--- src/hw/rtl/msdg_pkg.sv ---
// ----------------------------------------------------------------------------
// msdg_pkg
// Shared types and constants for the multi-axis step/direction generator.
// ----------------------------------------------------------------------------
package msdg_pkg;

    localparam int MAX_AXES           = 4;
    localparam int VEL_WIDTH          = 32;
    localparam int PULSE_WIDTH_BITS   = 8;
    localparam int PULSE_COUNT_BITS   = PULSE_WIDTH_BITS + 1;
    localparam int AXIS_COUNT_DEFAULT = 4;
    localparam int STEP_BIT_DEFAULT   = 22;

    localparam logic [PULSE_WIDTH_BITS-1:0] PULSE_WIDTH_RESET = 8'd1;

    typedef logic [VEL_WIDTH-1:0]        vel_t;
    typedef logic [PULSE_WIDTH_BITS-1:0] pulse_width_t;
    typedef logic [PULSE_COUNT_BITS-1:0] pulse_count_t;

    // One tick request.
    typedef struct packed {
        logic        clear;
        logic signed [VEL_WIDTH-1:0] velocity_0;
        logic signed [VEL_WIDTH-1:0] velocity_1;
        logic signed [VEL_WIDTH-1:0] velocity_2;
        logic signed [VEL_WIDTH-1:0] velocity_3;
    } tick_t;

    // One result.
    typedef struct packed {
        logic [MAX_AXES-1:0] step_levels;
        logic [MAX_AXES-1:0] dir_levels;
        logic signed [VEL_WIDTH-1:0] position_0;
        logic signed [VEL_WIDTH-1:0] position_1;
        logic signed [VEL_WIDTH-1:0] position_2;
        logic signed [VEL_WIDTH-1:0] position_3;
    } result_t;

    // Control from the top level to each axis.
    typedef struct packed {
        logic en;
        logic clr;
    } axis_ctrl_t;

    // Per-axis state after the tick.
    typedef struct packed {
        logic step;
        logic dir;
        vel_t position;
    } axis_out_t;

endpackage

--- src/hw/rtl/multi_axis_step_dir_generator.sv ---
// ----------------------------------------------------------------------------
// multi_axis_step_dir_generator
// Phase-accumulator step/direction generator for up to four axes.
// ----------------------------------------------------------------------------
// Takes one tick request per clock and returns one result per request. Each
// request passes the input register, then the result register. Each axis
// does one 32-bit add plus a few small compares per tick, and that axis path
// sets the clock rate. While the result register holds a result that is not
// taken, a loaded input register holds too and tick_ready drops; otherwise a
// request is taken every cycle. The user must write pulse_width through cfg_*
// only while the block is idle; the block itself does not enforce it.
module multi_axis_step_dir_generator
    import msdg_pkg::*;
#(
    parameter int AXIS_COUNT = AXIS_COUNT_DEFAULT,
    parameter int STEP_BIT   = STEP_BIT_DEFAULT
) (
    input  logic         clk,
    input  logic         rst_n,
    input  logic         tick_valid,
    output logic         tick_ready,
    input  tick_t        tick_data,
    output logic         result_valid,
    input  logic         result_ready,
    output result_t      result_data,
    input  logic         cfg_valid,
    output logic         cfg_ready,
    input  pulse_width_t cfg_data
);

    pulse_width_t pulse_width_reg;
    tick_t        tick_reg;
    logic         tick_valid_reg;
    result_t      result_reg, result_next;
    logic         result_valid_reg;
    logic         advance;

    vel_t                velocity [MAX_AXES];
    axis_out_t           axis_out [MAX_AXES];
    logic [MAX_AXES-1:0] step_bits;
    logic [MAX_AXES-1:0] dir_bits;
    axis_ctrl_t          axis_ctrl;

    assign advance    = tick_valid_reg && (!result_valid_reg || result_ready);
    assign tick_ready = !tick_valid_reg || advance;
    assign cfg_ready  = 1'b1;

    assign axis_ctrl.en  = advance;
    assign axis_ctrl.clr = tick_reg.clear;

    assign velocity[0] = tick_reg.velocity_0;
    assign velocity[1] = tick_reg.velocity_1;
    assign velocity[2] = tick_reg.velocity_2;
    assign velocity[3] = tick_reg.velocity_3;

    for (genvar g = 0; g < MAX_AXES; g++)
    begin : g_axis
        if (g < AXIS_COUNT)
        begin : g_on
            msdg_axis #(
                .STEP_BIT (STEP_BIT)
            ) u_axis (
                .clk         (clk),
                .rst_n       (rst_n),
                .ctrl        (axis_ctrl),
                .pulse_width (pulse_width_reg),
                .velocity    (velocity[g]),
                .next_out    (axis_out[g])
            );
        end
        else
        begin : g_off
            assign axis_out[g] = '0;
        end
        assign step_bits[g] = axis_out[g].step;
        assign dir_bits[g]  = axis_out[g].dir;
    end

    always_comb
    begin
        result_next.step_levels = step_bits;
        result_next.dir_levels  = dir_bits;
        result_next.position_0  = axis_out[0].position;
        result_next.position_1  = axis_out[1].position;
        result_next.position_2  = axis_out[2].position;
        result_next.position_3  = axis_out[3].position;
    end

    always_ff @(posedge clk or negedge rst_n)
    begin
        if (!rst_n)
        begin
            pulse_width_reg  <= PULSE_WIDTH_RESET;
            tick_valid_reg   <= 1'b0;
            result_valid_reg <= 1'b0;
        end
        else
        begin
            if (cfg_valid && cfg_ready)
            begin
                pulse_width_reg <= cfg_data;
            end
            if (tick_ready)
            begin
                tick_valid_reg <= tick_valid;
            end
            if (advance)
            begin
                result_valid_reg <= 1'b1;
            end
            else if (result_ready)
            begin
                result_valid_reg <= 1'b0;
            end
        end
    end

    always_ff @(posedge clk)
    begin
        if (tick_valid && tick_ready)
        begin
            tick_reg <= tick_data;
        end
        if (advance)
        begin
            result_reg <= result_next;
        end
    end

    assign result_valid = result_valid_reg;
    assign result_data  = result_reg;

    // A clear request yields an all-zero result.
    a_clear_zero: assert property (@(posedge clk) disable iff (!rst_n)
        (advance && tick_reg.clear) |=> (result_reg == '0))
        else $error("clear request did not give a zero result");

    // Unused axes stay quiet.
    a_unused_axes: assert property (@(posedge clk) disable iff (!rst_n)
        result_valid_reg |-> (((result_reg.step_levels >> AXIS_COUNT) == '0) &&
                              ((result_reg.dir_levels >> AXIS_COUNT) == '0)))
        else $error("unused axis shows activity");

    // A loaded input with a stalled result must hold off new requests.
    a_stall_blocks: assert property (@(posedge clk) disable iff (!rst_n)
        (tick_valid_reg && result_valid_reg && !result_ready) |-> !tick_ready)
        else $error("request accepted while pipeline is stalled");

    // A result is produced only from a held request.
    a_result_source: assert property (@(posedge clk) disable iff (!rst_n)
        ($rose(result_valid_reg)) |-> $past(tick_valid_reg))
        else $error("result appeared without a request");

endmodule

--- src/hw/rtl/msdg_axis.sv ---
// ----------------------------------------------------------------------------
// msdg_axis
// One axis: phase accumulator, step pulse timer and direction latch.
// ----------------------------------------------------------------------------
module msdg_axis
    import msdg_pkg::*;
#(
    parameter int STEP_BIT = STEP_BIT_DEFAULT
) (
    input  logic         clk,
    input  logic         rst_n,
    input  axis_ctrl_t   ctrl,
    input  pulse_width_t pulse_width,
    input  vel_t         velocity,
    output axis_out_t    next_out
);

    vel_t         acc_reg,        acc_next;
    logic         last_phase_reg, last_phase_next;
    logic         last_sign_reg,  last_sign_next;
    logic         pending_reg,    pending_next;
    pulse_count_t count_reg,      count_next;
    logic         done_reg,       done_next;
    logic         step_reg,       step_next;
    logic         dir_reg,        dir_next;

    logic         phase;
    logic         hit;
    pulse_count_t count_load;
    logic         done_load;
    logic         sign;
    logic         pending_mid;

    always_comb
    begin
        phase      = acc_reg[STEP_BIT];
        hit        = (phase != last_phase_reg);
        sign       = velocity[VEL_WIDTH-1];

        last_phase_next = hit ? phase : last_phase_reg;
        count_load      = hit ? ({1'b0, pulse_width} + pulse_count_t'(1)) : count_reg;
        done_load       = hit ? 1'b0 : done_reg;

        count_next = count_load;
        done_next  = done_load;
        step_next  = step_reg;
        if (count_load != '0)
        begin
            count_next = count_load - pulse_count_t'(1);
            if (count_next != '0)
            begin
                step_next = 1'b1;
            end
            else
            begin
                step_next = 1'b0;
                done_next = 1'b1;
            end
        end

        pending_mid    = pending_reg;
        last_sign_next = last_sign_reg;
        if (!pending_reg && (sign != last_sign_reg))
        begin
            pending_mid    = 1'b1;
            last_sign_next = sign;
        end

        // Direction only moves once the pulse is over.
        pending_next = pending_mid;
        dir_next     = dir_reg;
        if (done_next && pending_mid)
        begin
            pending_next = 1'b0;
            dir_next     = last_sign_next;
        end

        acc_next = acc_reg + velocity;

        if (ctrl.clr)
        begin
            acc_next        = '0;
            last_phase_next = 1'b0;
            last_sign_next  = 1'b0;
            pending_next    = 1'b0;
            count_next      = '0;
            done_next       = 1'b1;
            step_next       = 1'b0;
            dir_next        = 1'b0;
        end
    end

    always_ff @(posedge clk or negedge rst_n)
    begin
        if (!rst_n)
        begin
            acc_reg        <= '0;
            last_phase_reg <= 1'b0;
            last_sign_reg  <= 1'b0;
            pending_reg    <= 1'b0;
            count_reg      <= '0;
            done_reg       <= 1'b1;
            step_reg       <= 1'b0;
            dir_reg        <= 1'b0;
        end
        else if (ctrl.en)
        begin
            acc_reg        <= acc_next;
            last_phase_reg <= last_phase_next;
            last_sign_reg  <= last_sign_next;
            pending_reg    <= pending_next;
            count_reg      <= count_next;
            done_reg       <= done_next;
            step_reg       <= step_next;
            dir_reg        <= dir_next;
        end
    end

    assign next_out.step     = step_next;
    assign next_out.dir      = dir_next;
    assign next_out.position = acc_next;

endmodule
--- config.mk ---
export PLATFORM = sky130hd
export DESIGN_NAME = multi_axis_step_dir_generator
export DESIGN_NICKNAME = d
export VERILOG_FILES = /design/src/hw/rtl/msdg_pkg.sv /design/src/hw/rtl/multi_axis_step_dir_generator.sv /design/src/hw/rtl/msdg_axis.sv
export SDC_FILE = /design/constraint.sdc
export NUM_CORES = 1
export LEC_CHECK = 0
export ABC_AREA = 1
export BUFFER_PORTS_ARGS = -buffer_cell sky130_fd_sc_hd__clkbuf_2
export CAP_MARGIN = 20
export CORE_ASPECT_RATIO = 0.75
export CORE_MARGIN = 4
export CORE_UTILIZATION = 55
export DETAILED_ROUTE_END_ITERATION = 8
export PLACE_DENSITY = 0.85
export SLEW_MARGIN = 10
export SYNTH_ARGS = -nofsm -noshare
export SYNTH_HDL_FRONTEND = slang
export SYNTH_SLANG_ARGS = --single-unit
--- constraint.sdc ---
create_clock -name clk -period 12 [get_ports clk]
set_input_delay 0 -clock clk [delete_from_list [all_inputs] [get_ports clk]]
set_output_delay 0 -clock clk [all_outputs]
set_load 0.03 [all_outputs]
**Word level (Yosys, flattened, before mapping)**

Cells that the tools add are included.

- Bits of input ports: 142
- Register bits after elaboration: 463
- Output and inout port bits: 139
- Word-level logic and storage cells: 180

- $add $sub $neg: 9
- Multiplexer cells: 82
- Eq/ne operators: 8
- Reductions and logical operators: 35

Operator list:

| operator | count |
|---|---|
| adder 32 bit | 4 |
| two-way mux 32 bit | 4 |
| two-way mux 9 bit | 12 |
| nonzero test 9 bit | 8 |
| two-way mux 1 bit | 66 |
| subtractor 9 x 1 -> 9 bit, second input constant | 4 |
| logical AND 1 bit | 10 |
| nonzero test 2 bit | 5 |
| adder 8 x 1 -> 9 bit, second input constant | 1 |
| != test 1 bit | 8 |
| AND reduction 2 bit | 4 |
| logical NOT 1 bit | 6 |
| logical OR 1 bit | 2 |

**Logic depth before layout (Yosys ltp)**

Gate-level depths: netlist of run 1.

- Depth after elaboration: 9
- Depth in mapped cells: 21

**Hierarchy**

From an unflattened synthesis of run 1, not the netlist that was laid out.

- Cell total of the unflattened synthesis: 2,883
- Area, all modules: 25,471.9 um^2

By module, submodules not included:

| module | instances | area an instance (um^2) | cells each | seq. area each (um^2) |
|---|---|---|---|---|
| msdg_axis (g_axis[2].g_on.u_axis ...) | 2 | 4,266.6 | 642 | 1,177.4 |
| multi_axis_step_dir_generator | 1 | 8,371.8 | 312 | 8,209.1 |
| msdg_axis (g_axis[0].g_on.u_axis) | 1 | 4,284.1 | 644 | 1,177.4 |
| msdg_axis (g_axis[1].g_on.u_axis) | 1 | 4,282.9 | 643 | 1,177.4 |

**Worst setup path before layout of run 1**

OpenSTA, ideal clock, no wires.

- Path kind: reg-to-reg
- Start: register result_valid_reg, in the netlist result_valid
- End: register result_reg, in the netlist result_data[0], enable pin
- Library setup time: 0.553 ns
- Path slack: 6.424 ns
- Stages on the path, launching flop included: 6
- Buffers on the path: 2
- Arrival: 5.023 ns
- Cell sequence: dfrtp_1 -> nand2_1 -> nand2_1 -> inv_2 -> clkbuf_1 -> clkbuf_1

- Cells in the longest elaborated chain, start to end: 3

Ends and longest elaborated chain:

| what | line | RTL |
|---|---|---|
| from (decl) | multi_axis_step_dir_generator.sv:35 | `logic result_valid_reg;` |
| from (signal assigned) | multi_axis_step_dir_generator.sv:95 | `result_valid_reg <= 1'b0;` |
| from (signal assigned) | multi_axis_step_dir_generator.sv:109 | `result_valid_reg <= 1'b1;` |
| from (signal assigned) | multi_axis_step_dir_generator.sv:113 | `result_valid_reg <= 1'b0;` |
| logical NOT 1 bit | multi_axis_step_dir_generator.sv:44 | `assign advance = tick_valid_reg && (!result_valid_reg \|\| result_ready);` |
| logical OR 1 bit | multi_axis_step_dir_generator.sv:44 |  |
| logical AND 1 bit | multi_axis_step_dir_generator.sv:44 |  |
| net advance | multi_axis_step_dir_generator.sv:36 | `logic advance;` |
| to (signal assigned) | multi_axis_step_dir_generator.sv:126 | `result_reg <= result_next;` |
| to (decl) | multi_axis_step_dir_generator.sv:34 | `result_t result_reg, result_next;` |

The timed path passes the listed nets, and every way through them passes these cells.
A chain may end at the register's enable or synchronous reset.

**Worst setup path in the final report of run 1**

- Start: register result_valid_reg, in the netlist result_valid
- End: register g_axis[2].g_on.u_axis.pending_reg

- Cells in the longest elaborated chain, start to end: 3

Ends and longest elaborated chain:

| what | line | RTL |
|---|---|---|
| logical NOT 1 bit | multi_axis_step_dir_generator.sv:44 |  |
| logical OR 1 bit | multi_axis_step_dir_generator.sv:44 |  |
| logical AND 1 bit | multi_axis_step_dir_generator.sv:44 |  |
| to (signal assigned) | msdg_axis.sv:111 | `pending_reg <= pending_next;` |
| to (decl) | msdg_axis.sv:21 | `logic pending_reg, pending_next;` |

Every way passes these cells.

==> tab_implementation.tex, run 1 <==
\begin{tabular}{lr}
\hline
Metric & Value \\
\hline
\multicolumn{2}{l}{\textbf{Worst setup path}} \\
\quad Type of origin of the critical path & flop \\
\quad Critical Path AT & 4.54 ns \\
\quad Worst setup slack for register-to-register paths & 7.93 ns \\
\quad Cell repeated most along the worst path & buf\_4 \\
\quad Cell with the largest stage delay on the worst path & buf\_4 \\
\quad Worst endpoint required time & 12.47 ns \\
\quad Source of the worst register-to-register timing path & result\_valid \\
\quad Setup Crit Path Kind & reg -> reg \\
\quad Cells along the critical path & nand2\_1 > nand2\_4 > inv\_8 > buf\_4 > buf\_4 > o21ai\_1 > o21a\_1 \\
\quad Maximum net fanout on the critical path & 110 \\
\quad Cells on worst reg2reg path & 7 \\
\quad Endpoint of the worst register-to-register path & g\_axis[2].g\_on.u\_axis.pending\_reg \\
\quad Crit path capture type & flop \\
\quad Delay contributed by the slowest stage of the critical path & 0.96 ns \\
\multicolumn{2}{l}{\textbf{Worst hold path}} \\
\quad Cell depth of the worst hold path & 2 \\
\quad Startpoint of the lowest-slack hold path & tick\_data[5] \\
\quad HP Class & in -> reg \\
\quad Hold path endpoint & tick\_reg[5] \\
\multicolumn{2}{l}{\textbf{Routing}} \\
\quad Total iterations of the first detailed-routing run & 6 \\
\quad Number of DRC markers in iteration 0 & 2140 \\
\quad Post-detailed-route wirelength per cell & 18.5 µm \\
\quad Via count & 21700 \\
\quad Post-Route WL & 70300 µm \\
\quad Number of nets with antenna violations after routing & 0 \\
\quad Post-detailed-route via-to-cell ratio & 5.71 \\
\quad Post-detailed-route DRC marker count & 0 \\
\multicolumn{2}{l}{\textbf{Cells and area}} \\
\quad Filler Cell Count & 3295 \\
\quad Area overhead of the layout relative to synthesis & 21.0\% \\
\quad Area occupied by registers & 12900 µm² \\
\quad Layout cell share with drive strength beyond 1 & 0.142 \\
\quad Post-Layout Cell Count & 3800 \\
\quad Commonest cells after routing, fill and taps aside & nand2\_1 (823), clkbuf\_2 (278), edfxtp\_1 (265), inv\_1 (231), nor2\_1 (224) \\
\quad Number of flip-flops under the largest register name & 136 \\
\quad Most common library cell in the layout ignoring fill and taps & nand2\_1 \\
\quad Multi-input gate area & 10400 µm² \\
\quad Final Net Count & 3462 \\
\multicolumn{2}{l}{\textbf{Timing}} \\
\quad Maximum clock frequency & 246 MHz \\
\quad Tightest Pin Transition & 1.09 ns \\
\quad Number of failing hold endpoints at the final stage & 0 \\
\quad Number of setup violations in the final report & 0 \\
\quad Setup WS post-layout & 7.93 ns \\
\quad Fraction of the cycle the final worst path needs & 0.339 \\
\quad Unrepaired setup endpoints after global routing & no \\
\quad Headroom to the max-slew limit & 0.273 \\
\quad Setup TNS & 0 ns \\
\quad Minimum clock period & 4.07 ns \\
\quad Number of slew-limit violations in the final report & 0 \\
\quad Clk\_skew & 0.0280 ns \\
\multicolumn{2}{l}{\textbf{Clock tree}} \\
\quad CTS buffer count & 46 \\
\quad Clock slew at the register clock pins of the worst setup and hold paths & 0.07 ns \\
\quad CTS H-tree lvls & 2 \\
\quad Maximum number of buffers from clock root to sink & 3 \\
\quad TritonCTS clock tree & yes \\
\quad Count of clock tree sinks & 463 \\
\quad Clock Tree Root & clkbuf\_16 \\
\quad Number of buffers added for setup after CTS & 0 \\
\quad Clock latency reported for the late side of the worst-skew pair & 0.60 ns \\
\quad Number of gates given a new drive strength after cts & 0 \\
\multicolumn{2}{l}{\textbf{Logic synthesis}} \\
\quad Synth area leaders & edfxtp\_1 (32\%), dfrtp\_1 (20\%), nand2\_1 (13\%) \\
\quad Predominant post-synthesis flop cell & edfxtp\_1 \\
\quad Proportion of netlist area held by the largest area contributor & 0.324 \\
\quad Synth cell types & 52 \\
\quad Netlist area before placement & 24600 µm² \\
\quad Number of enable-type register cells in the synthesized netlist & 265 \\
\quad Register bit total from synthesis & 463 \\
\quad Average instance area after synthesis & 8.93 µm² \\
\quad Sequential cell area fraction in the yosys report & 0.526 \\
\quad Synthesized netlist cell count & 2750 \\
\quad Yosys warnings & 0 \\
\quad Cell type contributing the most total cell area after synthesis & edfxtp\_1 \\
\quad Async set-or-reset flop fraction in the synthesized netlist & 0.428 \\
\quad Syn Nets & 3029 \\
\multicolumn{2}{l}{\textbf{Pwr}} \\
\quad Worst vdd rail ir drop & 0.204 mV \\
\quad Leakage power of the design & 14.1 nW \\
\quad Power per cell area & 258 nW/µm² \\
\multicolumn{2}{l}{\textbf{Placement}} \\
\quad Cell total after placement & 3555 \\
\quad Final HPWL from detailed placement & 46100 µm \\
\quad Worst setup timing slack at the placement stage & 8.01 ns \\
\quad Quantity of I/O buffers inserted on ports & 279 \\
\quad Final weighted congestion in routability-driven placement & 0.976 \\
\multicolumn{2}{l}{\textbf{GRT}} \\
\quad Via count of the first global-routing pass & 21500 \\
\quad Total overflow reported by the global router & 0 \\
\quad All-layer global routing usage & 0.288 \\
\quad Pin count of the biggest net entering global routing & 111 \\
\quad Wire length of the first global-routing pass & 112000 µm \\
\quad Antenna violations before repair & 2 \\
\multicolumn{2}{l}{\textbf{Floorplanning}} \\
\quad Core footprint & 43800 µm² \\
\quad Effective utilization at floorplan & 0.561 \\
\quad Width of the die & 252 µm \\
\quad DIE AREA & 48100 µm² \\
\quad Number of placement rows & 66 \\
\quad Vertical die dimension & 191 µm \\
\quad Boundary Pins & 281 \\
\multicolumn{2}{l}{\textbf{Flow run}} \\
\quad Max-Cap Viols & 0 \\
\multicolumn{2}{l}{\textbf{Status}} \\
\quad Result of the run & finished clean \\
\hline
\end{tabular}
-- cells in the mapped netlist, types with 6 or more instances --
cell type,n
nand3_1,101
nand2_2,21
o22ai_1,20
clkbuf_1,44
a221oi_1,7
ha_1,133
edfxtp_1,265
a21o_1,16
o21ai_1,26
nand3_2,6
dfrtp_1,193
a31oi_1,7
nand2_1,824
a21oi_1,193
o21a_1,24
inv_2,17
o221ai_1,18
inv_1,233
nor2_2,15
a32o_1,7
o211ai_1,12
xnor2_1,8
o21ai_2,13
buf_1,10
nor2_1,224
nand3b_1,7
o21bai_1,6
nor3_1,13
nand4_1,29
o21ai_0,155
xor2_1,36
a21boi_0,8
-- worst max-delay path, delay by kind of cell, from the launching register on --
kind / cells / cell delay (ns)
AO/OA/AOI/OAI: 2 / 0.40
buffers and inverters: 3 / 2.54
flip-flops: 1 / 0.42
AND/OR/NAND/NOR: 2 / 0.50
-- routing by layer --
metal / GRT usage / vias to the layer above / part of all wire / routed length, µm
li1: - / 10200 / - / -
met1: 0.393 / 10300 / 0.42 / 29200
met2: 0.471 / 1020 / 0.46 / 32600
met3: 0.0511 / 204 / 0.087 / 6120
met4: 0.0965 / 4 / 0.034 / 2390
met5: 0 / - / 0.00027 / 19
-- through the flow --
step	utilization	hold WS [ns]	cell area, µm²	power (mW)
6_report	0.679	0.112	29700	7.67
5_1_grt	0.679	0.102	29700	8.21
4_1_cts	0.679	0.0806	29700	7.60
3_5_place_dp	0.606	0.0343	26500	5.94
3_3_place_gp	0.606	0.0252	26500	5.82
2_1_floorplan	-	-0.296	24600	5.07
-- what timing repair did --
action | in CTS | in global routing
hold buffers | 158 | 0
endpoints found under the hold margin | 197 | 0
setup endpoints to repair | 0 | 0
-- area by class of cell --
| cell class | instances | share of cell area |
|---|---|---|
| inverter | 250 | 0.0320 |
| timing repair buffer | 447 | 0.103 |
| antenna | 2 | 0.000168 |
| sequential | 463 | 0.434 |
| multi-input combinational | 1975 | 0.351 |
| tap | 578 | 0.0243 |
| clock inverter | 31 | 0.0144 |
| clock buffer | 54 | 0.0404 |
-- logic make-up after synthesis --
logic type                 count (synthesis)  synth area share
other                                      1          0.000153
and+or+nand+nor                         1264             0.212
DFF                                      463             0.526
muxes                                      2          0.000917
AOI/OAI and AO/OA                        527             0.125
adders and majority gates                137            0.0710
xor gates and xnor gates                  44            0.0157
buffers and inverters                    312            0.0493
-- where the power goes --
part / switching (mW) / total, mW / internal [mW]
Clock: 0.662 / 1.58 / 0.922
Sequential: 0.264 / 2.49 / 2.22
Combinational: 2.45 / 3.60 / 1.15
Total: 3.37 / 7.67 / 4.30
-- how the worst max path moves through the flow --
stage | from | endpoint | slack, ns | depth (start not counted)
3_3_place_gp | result_valid | g_axis[2].g_on.u_axis.pending_reg | 8.11 | 7
4_1_cts | result_valid | g_axis[2].g_on.u_axis.pending_reg | 8.00 | 7
2_1_floorplan | result_valid | result_data[0] | 6.42 | 5
5_1_grt | result_valid | g_axis[2].g_on.u_axis.pending_reg | 7.66 | 7
6_report | result_valid | g_axis[2].g_on.u_axis.pending_reg | 7.93 | 7
3_5_place_dp | result_valid | g_axis[2].g_on.u_axis.pending_reg | 8.01 | 7
(Power assumes the default switching activity.)
==> run 2, diff against run 1 <==
Settings changed: CORE_UTILIZATION 55 to 54, PLACE_DENSITY 0.85 to 0.87.
Clock period 12 ns to 3.5 ns, I/O delays scaled along.
==> run 2 against run 1 <==
Effect of this change:
- cell count up 0.32%
- clock skew is 0.0041 ns lower
- register-to-register slack got worse by 7.4 ns
- clock power grew to 3.3 times the previous value
- core utilization shrank 1.6 points
- critical path depth is 10 higher
- die area grew 1.8%
- sequential share of layout area barely moved
- combinational power grew to 3.4 times the previous value
- worst setup slack worse by 7.4 ns
- first-iteration DRC count is 6.4% lower
- clock-buffer cell count increased by 5
- critical path type unchanged
- critical endpoint is now result_data[128]
- highest routed layer unchanged
==> tab_implementation.tex, run 2 (same netlist as run 1, synthesis figures left out) <==
\begin{tabular}{lr}
\hline
Metric & Value \\
\hline
\multicolumn{2}{l}{\textbf{Timing}} \\
\quad Fraction of the cycle the final worst path needs & 0.837 \\
\quad Number of failing hold endpoints at the final stage & 0 \\
\quad Setup TNS & 0 ns \\
\quad Headroom to the max-slew limit & 0.459 \\
\quad Clk\_skew & 0.0238 ns \\
\quad Minimum clock period & 2.93 ns \\
\quad Unrepaired setup endpoints after global routing & no \\
\quad Number of setup violations in the final report & 0 \\
\quad Number of slew-limit violations in the final report & 0 \\
\quad Maximum clock frequency & 341 MHz \\
\quad Tightest Pin Transition & 0.811 ns \\
\quad Worst Hold Slack & 0.0453 ns \\
\multicolumn{2}{l}{\textbf{Cells and area}} \\
\quad Area overhead of the layout relative to synthesis & 21.2\% \\
\quad Most common library cell in the layout ignoring fill and taps & nand2\_1 \\
\quad Number of flip-flops under the largest register name & 136 \\
\quad Commonest cells after routing, fill and taps aside & nand2\_1 (823), clkbuf\_2 (278), edfxtp\_1 (265), inv\_1 (231), nor2\_1 (224) \\
\quad Multi-input gate area & 10400 µm² \\
\quad Area occupied by registers & 12900 µm² \\
\quad Final Net Count & 3467 \\
\quad Filler Cell Count & 3391 \\
\quad Layout cell share with drive strength beyond 1 & 0.144 \\
\quad Final Util & 0.664 \\
\multicolumn{2}{l}{\textbf{Flow run}} \\
\quad Max-Cap Viols & 0 \\
\multicolumn{2}{l}{\textbf{Routing}} \\
\quad Total iterations of the first detailed-routing run & 6 \\
\quad Number of DRC markers in iteration 0 & 2003 \\
\quad Post-detailed-route via-to-cell ratio & 5.66 \\
\quad Post-detailed-route wirelength per cell & 18.5 µm \\
\quad Via count & 21600 \\
\quad Post-detailed-route DRC marker count & 0 \\
\quad Number of nets with antenna violations after routing & 0 \\
\quad Post-Route WL & 70400 µm \\
\multicolumn{2}{l}{\textbf{GRT}} \\
\quad Antenna violations before repair & 2 \\
\quad All-layer global routing usage & 0.286 \\
\quad Via count of the first global-routing pass & 21300 \\
\quad Pin count of the biggest net entering global routing & 95 \\
\quad Wire length of the first global-routing pass & 112000 µm \\
\quad Total overflow reported by the global router & 0 \\
\multicolumn{2}{l}{\textbf{Floorplanning}} \\
\quad DIE AREA & 49000 µm² \\
\quad Number of placement rows & 67 \\
\quad Width of the die & 254 µm \\
\quad Vertical die dimension & 193 µm \\
\quad Core footprint & 44800 µm² \\
\quad Boundary Pins & 281 \\
\quad Effective utilization at floorplan & 0.548 \\
\multicolumn{2}{l}{\textbf{Worst setup path}} \\
\quad Maximum net fanout on the critical path & 9 \\
\quad Cells on worst reg2reg path & 17 \\
\quad Worst endpoint required time & 3.83 ns \\
\quad Cell repeated most along the worst path & nand2\_1 \\
\quad Source of the worst register-to-register timing path & pulse\_width\_reg[0] \\
\quad Setup Crit Path Kind & reg -> reg \\
\quad Cell with the largest stage delay on the worst path & dfstp\_2 \\
\quad Cells along the critical path & ha\_1 > inv\_1 > nand3\_1 > nand2\_2 > ha\_1 > inv\_1 > nor2\_4 > nand2\_2 > nor2\_2 > nand2\_1 > nand2\_1 > nand2\_1 > nor2\_1 > nand4\_1 > nand2\_1 > nand3\_1 > and3\_1 \\
\quad CP Launch Point & pulse\_width\_reg[0] \\
\quad Type of origin of the critical path & flop \\
\quad Crit path capture type & flop \\
\quad Endpoint of the worst register-to-register path & result\_data[128] \\
\quad Delay contributed by the slowest stage of the critical path & 0.64 ns \\
\quad End of the critical path & result\_data[128] \\
\quad Critical Path AT & 3.27 ns \\
\quad Worst setup slack for register-to-register paths & 0.57 ns \\
\multicolumn{2}{l}{\textbf{Clock tree}} \\
\quad CTS H-tree lvls & 2 \\
\quad Count of clock tree sinks & 463 \\
\quad CTS buffer count & 46 \\
\quad Hold Buf Count CTS & 156 \\
\quad Clock latency reported for the late side of the worst-skew pair & 0.58 ns \\
\quad Maximum number of buffers from clock root to sink & 3 \\
\quad Number of buffers added for setup after CTS & 0 \\
\quad Number of gates given a new drive strength after cts & 0 \\
\quad TritonCTS clock tree & yes \\
\quad Clock Tree Root & clkbuf\_16 \\
\quad Clock slew at the register clock pins of the worst setup and hold paths & 0.07 ns \\
\multicolumn{2}{l}{\textbf{Status}} \\
\quad Result of the run & finished clean \\
\multicolumn{2}{l}{\textbf{Pwr}} \\
\quad Power per cell area & 876 nW/µm² \\
\quad Worst vdd rail ir drop & 0.508 mV \\
\quad Pwr Total & 26.1 mW \\
\quad Leakage power of the design & 14.2 nW \\
\multicolumn{2}{l}{\textbf{Placement}} \\
\quad Quantity of I/O buffers inserted on ports & 279 \\
\quad Final weighted congestion in routability-driven placement & 0.964 \\
\quad Final HPWL from detailed placement & 45700 µm \\
\multicolumn{2}{l}{\textbf{Worst hold path}} \\
\quad HP Class & in -> async \\
\hline
\end{tabular}
run 2: report_power, final:
part | leakage (nW) | switching (mW) | total [mW] | internal [mW]
registers | 5.15 | 0.903 | 8.52 | 7.62
clock network | 0.775 | 2.22 | 5.19 | 2.98
logic | 8.23 | 8.39 | 12.4 | 3.97
run 2: layout make-up:
| cell class | instances | share of cell area |
|---|---|---|
| Antenna cell | 1 | 0.0000841 |
| Clock buffer | 59 | 0.0445 |
| Clock inverter | 26 | 0.00828 |
| Inverter | 250 | 0.0319 |
| Multi-Input combinational cell | 1975 | 0.351 |
| Sequential cell | 463 | 0.434 |
| Tap cell | 586 | 0.0246 |
| Timing Repair Buffer | 452 | 0.106 |
run 2: worst min path at each step:
stage | startpoint | to | slack [ns] | depth (start not counted)
floorplan | rst_n | g_axis[0].g_on.u_axis.acc_reg[0] | -0.30 | 0
global placement | rst_n | g_axis[1].g_on.u_axis.acc_reg[18] | 0.08 | 1
detailed placement | rst_n | g_axis[1].g_on.u_axis.acc_reg[18] | 0.08 | 1
CTS | rst_n | g_axis[1].g_on.u_axis.acc_reg[18] | 0.09 | 2
global route | tick_data[57] | tick_reg[57] | 0.11 | 2
finish | rst_n | g_axis[1].g_on.u_axis.acc_reg[18] | 0.05 | 2
run 2: critical path, delay by kind of cell, from the launching register on:
kind                       cells  cell delay [ns]
DFF                            1             0.64
adders and majority gates      2             0.47
buffers and inverters          2             0.23
and+or+nand+nor               13             1.37
run 2: per-stage QoR:
stage	setup slack, ns	instances	area (µm²)
floorplan	0.0564	2750	24600
global placement	0.671	3570	26600
detailed placement	0.606	3570	26600
CTS	0.598	3811	29800
global route	0.232	3811	29800
finish	0.570	3812	29800
run 2: layer usage:
metal,up-vias,part of all wire,track usage
met5,-,0.00040,0
met4,4,0.032,0.0915
met3,182,0.094,0.0581
met2,1094,0.46,0.468
met1,10100,0.41,0.387
li1,10200,-,-
